**src/hdl/npz_pkg.sv**
```systemverilog
// ---------------------------------------------------------------------------
// npz_pkg
// shared types and constants of the neutrino pz solver
// ---------------------------------------------------------------------------
package npz_pkg;

    // reset value of the w mass register, in MeV
    localparam int W_MASS_RESET = 80379;

    // multiplier depth used for every npz_mul instance
    localparam int MUL_STAGES = 4;

    typedef enum logic [1:0] {
        ST_REAL    = 2'd0,
        ST_COMPLEX = 2'd1,
        ST_DEGEN   = 2'd2,
        ST_SAT     = 2'd3
    } t_solve_status;

endpackage

```
**src/hdl/npz_mul.sv**
```systemverilog
// ---------------------------------------------------------------------------
// npz_mul
// pipelined unsigned multiplier, one slice of the b operand per stage,
// with a tag that travels alongside the operands
// ---------------------------------------------------------------------------
module npz_mul
    import npz_pkg::*;
#(
    parameter int WA     = 16,
    parameter int WB     = 16,
    parameter int TW     = 1,
    parameter int STAGES = 4
) (
    input  logic               i_clk,
    input  logic               i_rst_n,
    input  logic               i_en,
    input  logic               i_vld,
    input  logic [WA-1:0]      i_a,
    input  logic [WB-1:0]      i_b,
    input  logic [TW-1:0]      i_tag,
    output logic               o_vld,
    output logic [WA+WB-1:0]   o_p,
    output logic [TW-1:0]      o_tag
);

    localparam int CH = (WB + STAGES - 1) / STAGES;
    localparam int BP = CH * STAGES;
    localparam int PW = WA + WB;

    typedef struct packed {
        logic [PW-1:0] acc;
        logic [WA-1:0] a;
        logic [BP-1:0] b;
        logic [TW-1:0] tag;
    } t_mst;

    t_mst          st [STAGES+1];
    logic [STAGES:0] v;

    assign st[0] = '{acc: '0, a: i_a, b: BP'(i_b), tag: i_tag};
    assign v[0]  = i_vld;

    for (genvar s = 0; s < STAGES; s++) begin : g_stage
        logic [WA+CH-1:0] pp;
        logic [PW-1:0]    pp_sh;
        t_mst             r_st;
        logic             r_v;

        assign pp    = (WA+CH)'(st[s].a) * (WA+CH)'(st[s].b[s*CH +: CH]);
        assign pp_sh = PW'(pp) << (s * CH);

        always_ff @(posedge i_clk) begin
            if (!i_rst_n) begin
                r_v <= 1'b0;
            end else if (i_en) begin
                r_v <= v[s];
            end
        end

        always_ff @(posedge i_clk) begin
            if (i_en) begin
                r_st.acc <= st[s].acc + pp_sh;
                r_st.a   <= st[s].a;
                r_st.b   <= st[s].b;
                r_st.tag <= st[s].tag;
            end
        end

        assign st[s+1] = r_st;
        assign v[s+1]  = r_v;
    end

    assign o_vld = v[STAGES];
    assign o_p   = st[STAGES].acc;
    assign o_tag = st[STAGES].tag;

endmodule

```
**config.mk**
```make
export PLATFORM = sky130hd
export DESIGN_NAME = npz_mul
export DESIGN_NICKNAME = d
export VERILOG_FILES = /design/src/hdl/npz_pkg.sv /design/src/hdl/npz_mul.sv
export SDC_FILE = /design/constraint.sdc
export NUM_CORES = 1
export LEC_CHECK = 0
export CAP_MARGIN = 20
export CORE_UTILIZATION = 59
export CTS_CLUSTER_DIAMETER = 40
export DETAILED_ROUTE_END_ITERATION = 8
export DONT_BUFFER_PORTS = 1
export PLACE_DENSITY_LB_ADDON = 0.25
export SETUP_SLACK_MARGIN = 0.1
export SLEW_MARGIN = 0
export SYNTH_ARGS = -nofsm -noshare
export SYNTH_HDL_FRONTEND = slang
export SYNTH_SLANG_ARGS = --single-unit
```
**constraint.sdc**
```tcl
create_clock -name i_clk -period 5.2 [get_ports i_clk]
set_clock_uncertainty 0.15 [all_clocks]
set_input_delay 0.52 -clock i_clk [delete_from_list [all_inputs] [get_ports i_clk]]
set_output_delay 0.52 -clock i_clk [all_outputs]
set_load 0.05 [all_outputs]
```
==> qor.csv <==
metric;value;unit
share of layout cells above drive strength 1;0.136;
maximum level of the CTS H-tree;4;
Seq cells post-synth;186;
clk_lat worst skew;0.45;ns
final hold viol count;0;
Final Hold Slack;0.0197;ns
VDD IR-drop max;0.495;mV
fin cells;1946;
DR WL/cell;15.6;µm
final critical-path required period;5.16;ns
dpl cells;1853;
Logic pwr share;0.577;
Seq. cell area;5550;µm²
global-route wire length before repair;48900;µm
CP Data Required Time;5.24;ns
Cell Area, Synth;15600;µm²
Port Buffers;0;
Critical Path End Type;flop;
antenna violations before repair;0;
count of pins over their slew limit;0;
maximum fanout along the worst path;6;
1st-iter DRT viols;468;
vias in the first global route;11000;
area grow syn2layout;14.8;%
Final ANT Viol Nets;0;
cell internal pwr;5.75;mW
Worst Max-Slew Pin Slew;0.571;ns
most common cell after layout, fill and taps aside;inv_1;
Num CTS Buffers;17;
Clock transition at path regs;0.08;ns
Critical Path AT;5.20;ns
Net Count, Synth;1793;
pin count of the biggest net entering global routing;187;
Die ar.;27100;µm²
CTS tree;yes;
Top FF cell, synth;edfxtp_1;
Layout Nets;1899;
syn_area_per_cell;10.5;µm²
Critical Path Source Type;flop;
count of flip-flops with a built-in enable after synthesis;182;
routability cong.;0.845;
all-layer global routing usage;0.227;
# IOs;71;
Yosys top cell area share;0.350;
Total Power;9.93;mW
Reg power frac;0.286;
number of clock sinks;186;
first-pass iteration count of the detailed router;5;
area of the multi-input gates;9750;µm²
maxcap violations;0;
HPWL after DPL;22100;µm
Final period util;0.992;
Site Rows;59;
Setup TNS;0;ns
fill count;1826;
outcome;finished, final reports clean;
Max Freq;194;MHz
slew margin rel.;0.615;
ys async rst share;0;
Synthesis Warnings;0;
Via density;5.58;
sequential-to-total area share from yosys stat;0.355;
vias;10900;
gr ovfl total;0;
Yosys cell types;70;
synthesized netlist cell count;1492;
Final Setup Violations;0;
LEAKAGE;8.05;nW
largest cells by area after synthesis;edfxtp_1 35%, fa_1 15%, ha_1 12%;
switching share of power;0.421;
Clock Path Buffers;2;
Sw Pwr;4.18;mW
Starting Density;0.600;
ANT cells;0;
RSZ-0062 raised after global routing;true;
Core ar.;26000;µm²
Die H;165;µm
drt total wl;30500;µm
hold crit path type;input port to flop;
Die X;165;µm
most frequent cells in the layout;184 x inv_1, 182 x edfxtp_1, 143 x and2_1;
Crit Path Category;flop to flop;
clk root buf;clkbuf_16;
PwrDens;554;nW/µm²
clock network power share;0.137;
# DRC;0;
biggest area consumer among synthesized cells;edfxtp_1;
## state kept, by name, summed over array words and instances, names as in the netlist
register and count:
g_stage.r_v 3, g_stage.r_st 149, o_p 32, o_vld 1
o_tag 1
## Yosys cell counts, types with 3 or more instances
library cell and count:
ha_1 149, a21oi_1 65, o311a_1 3, nand4_1 4
a31oi_1 13, and2_1 149, nand3b_1 3, xnor2_1 67
a211oi_1 19, or3_1 6, a21o_1 38, inv_1 188
nor2b_1 13, nand3_1 24, nor4_1 4, o21ai_1 9
nand2b_1 10, nor3_1 18, dfxtp_1 4, or2_2 3
edfxtp_1 182, o21bai_1 10, mux2i_1 6, nand2_1 144
clkbuf_1 18, o21ai_0 36, a211oi_2 3, and3_1 10
nor2_1 72, o21a_1 22, fa_1 115, xor2_1 31
o211ai_1 6
## through the flow
step                utilization  instance area, µm²  worst slack [ns]
floorplan                     -               15600             0.168
global placement          0.627               16300            0.0395
detailed placement        0.627               16300            -0.181
CTS                       0.663               17200            0.0981
global route              0.689               17900            -0.158
finish                    0.689               17900            0.0420
## power groups by stage
stage,Combinational [mW],Clock [mW],Sequential [mW]
finish,5.73,1.36,2.84
global route,6.32,1.44,2.88
CTS,5.02,1.39,2.84
detailed placement,4.90,0,2.88
global placement,4.73,0,2.87
floorplan,3.75,0,2.78
## worst paths after layout
path	start	to	slack (ns)	cells past startpoint
worst min register to register	g_stage[1].r_st[14]	g_stage[2].r_st[14]	0.27	0
worst max register to register	g_stage[0].r_st[7]	g_stage[1].r_st[56]	0.04	22
worst max-delay path	g_stage[0].r_st[7]	g_stage[1].r_st[56]	0.04	22
worst min-delay path	i_a[9]	g_stage[0].r_st[26]	0.02	0
## routing by layer
metal	track usage	vias up	wire, µm
met5	0	-	0
met1	0.255	5317	12800
met4	0.0701	0	521
li1	-	5325	-
met2	0.440	185	16500
met3	0.0306	34	720
## timing repair
| item | CTS | global route |
|---|---|---|
| resized for setup | 11 | 103 |
| hold buffers | 17 | 2 |
| pin swaps | 2 | 66 |
| buffers inserted | 12 | 30 |
| gates cloned | 0 | 0 |
| endpoints found under the hold margin | 17 | 2 |
| endpoints found under the setup margin | 16 | 23 |
## cells by family (layout without fill, tap and decap cells)
logic type      Yosys count  count (layout)  share of synthesized area
mux                       6               6                    0.00385
buf+inv                 206             325                     0.0496
compound gates          259             259                      0.114
simple gates            473             473                      0.155
flops                   186             186                      0.355
fa+ha+maj               264             264                      0.267
xor+xnor                 98              98                     0.0550
## worst max-delay path, cell delays in order (launching register included)
cell and delay (ns):
edfxtp_1 0.54, and2_4 0.23, fa_1 0.55, inv_2 0.05
fa_1 0.51, inv_2 0.05, ha_4 0.29, buf_6 0.11
nand3_2 0.06, o21ai_2 0.21, buf_4 0.15, o22ai_2 0.07
o21bai_1 0.20, a21o_1 0.18, a21oi_2 0.09, xnor2_2 0.16
ha_1 0.31, and3_4 0.17, a21oi_2 0.12, o21ai_2 0.08
o41a_1 0.39, nand4b_1 0.13, xnor2_1 0.09
## layout make-up
cell class | instances | area share
clock buffers | 17 | 0.0237
clock inverters | 15 | 0.0114
inverters | 188 | 0.0394
multi-input cells | 1100 | 0.544
flip-flops and latches | 186 | 0.310
well taps | 335 | 0.0234
repair buffers | 105 | 0.0484
Power figures use the tool's default switching activity.
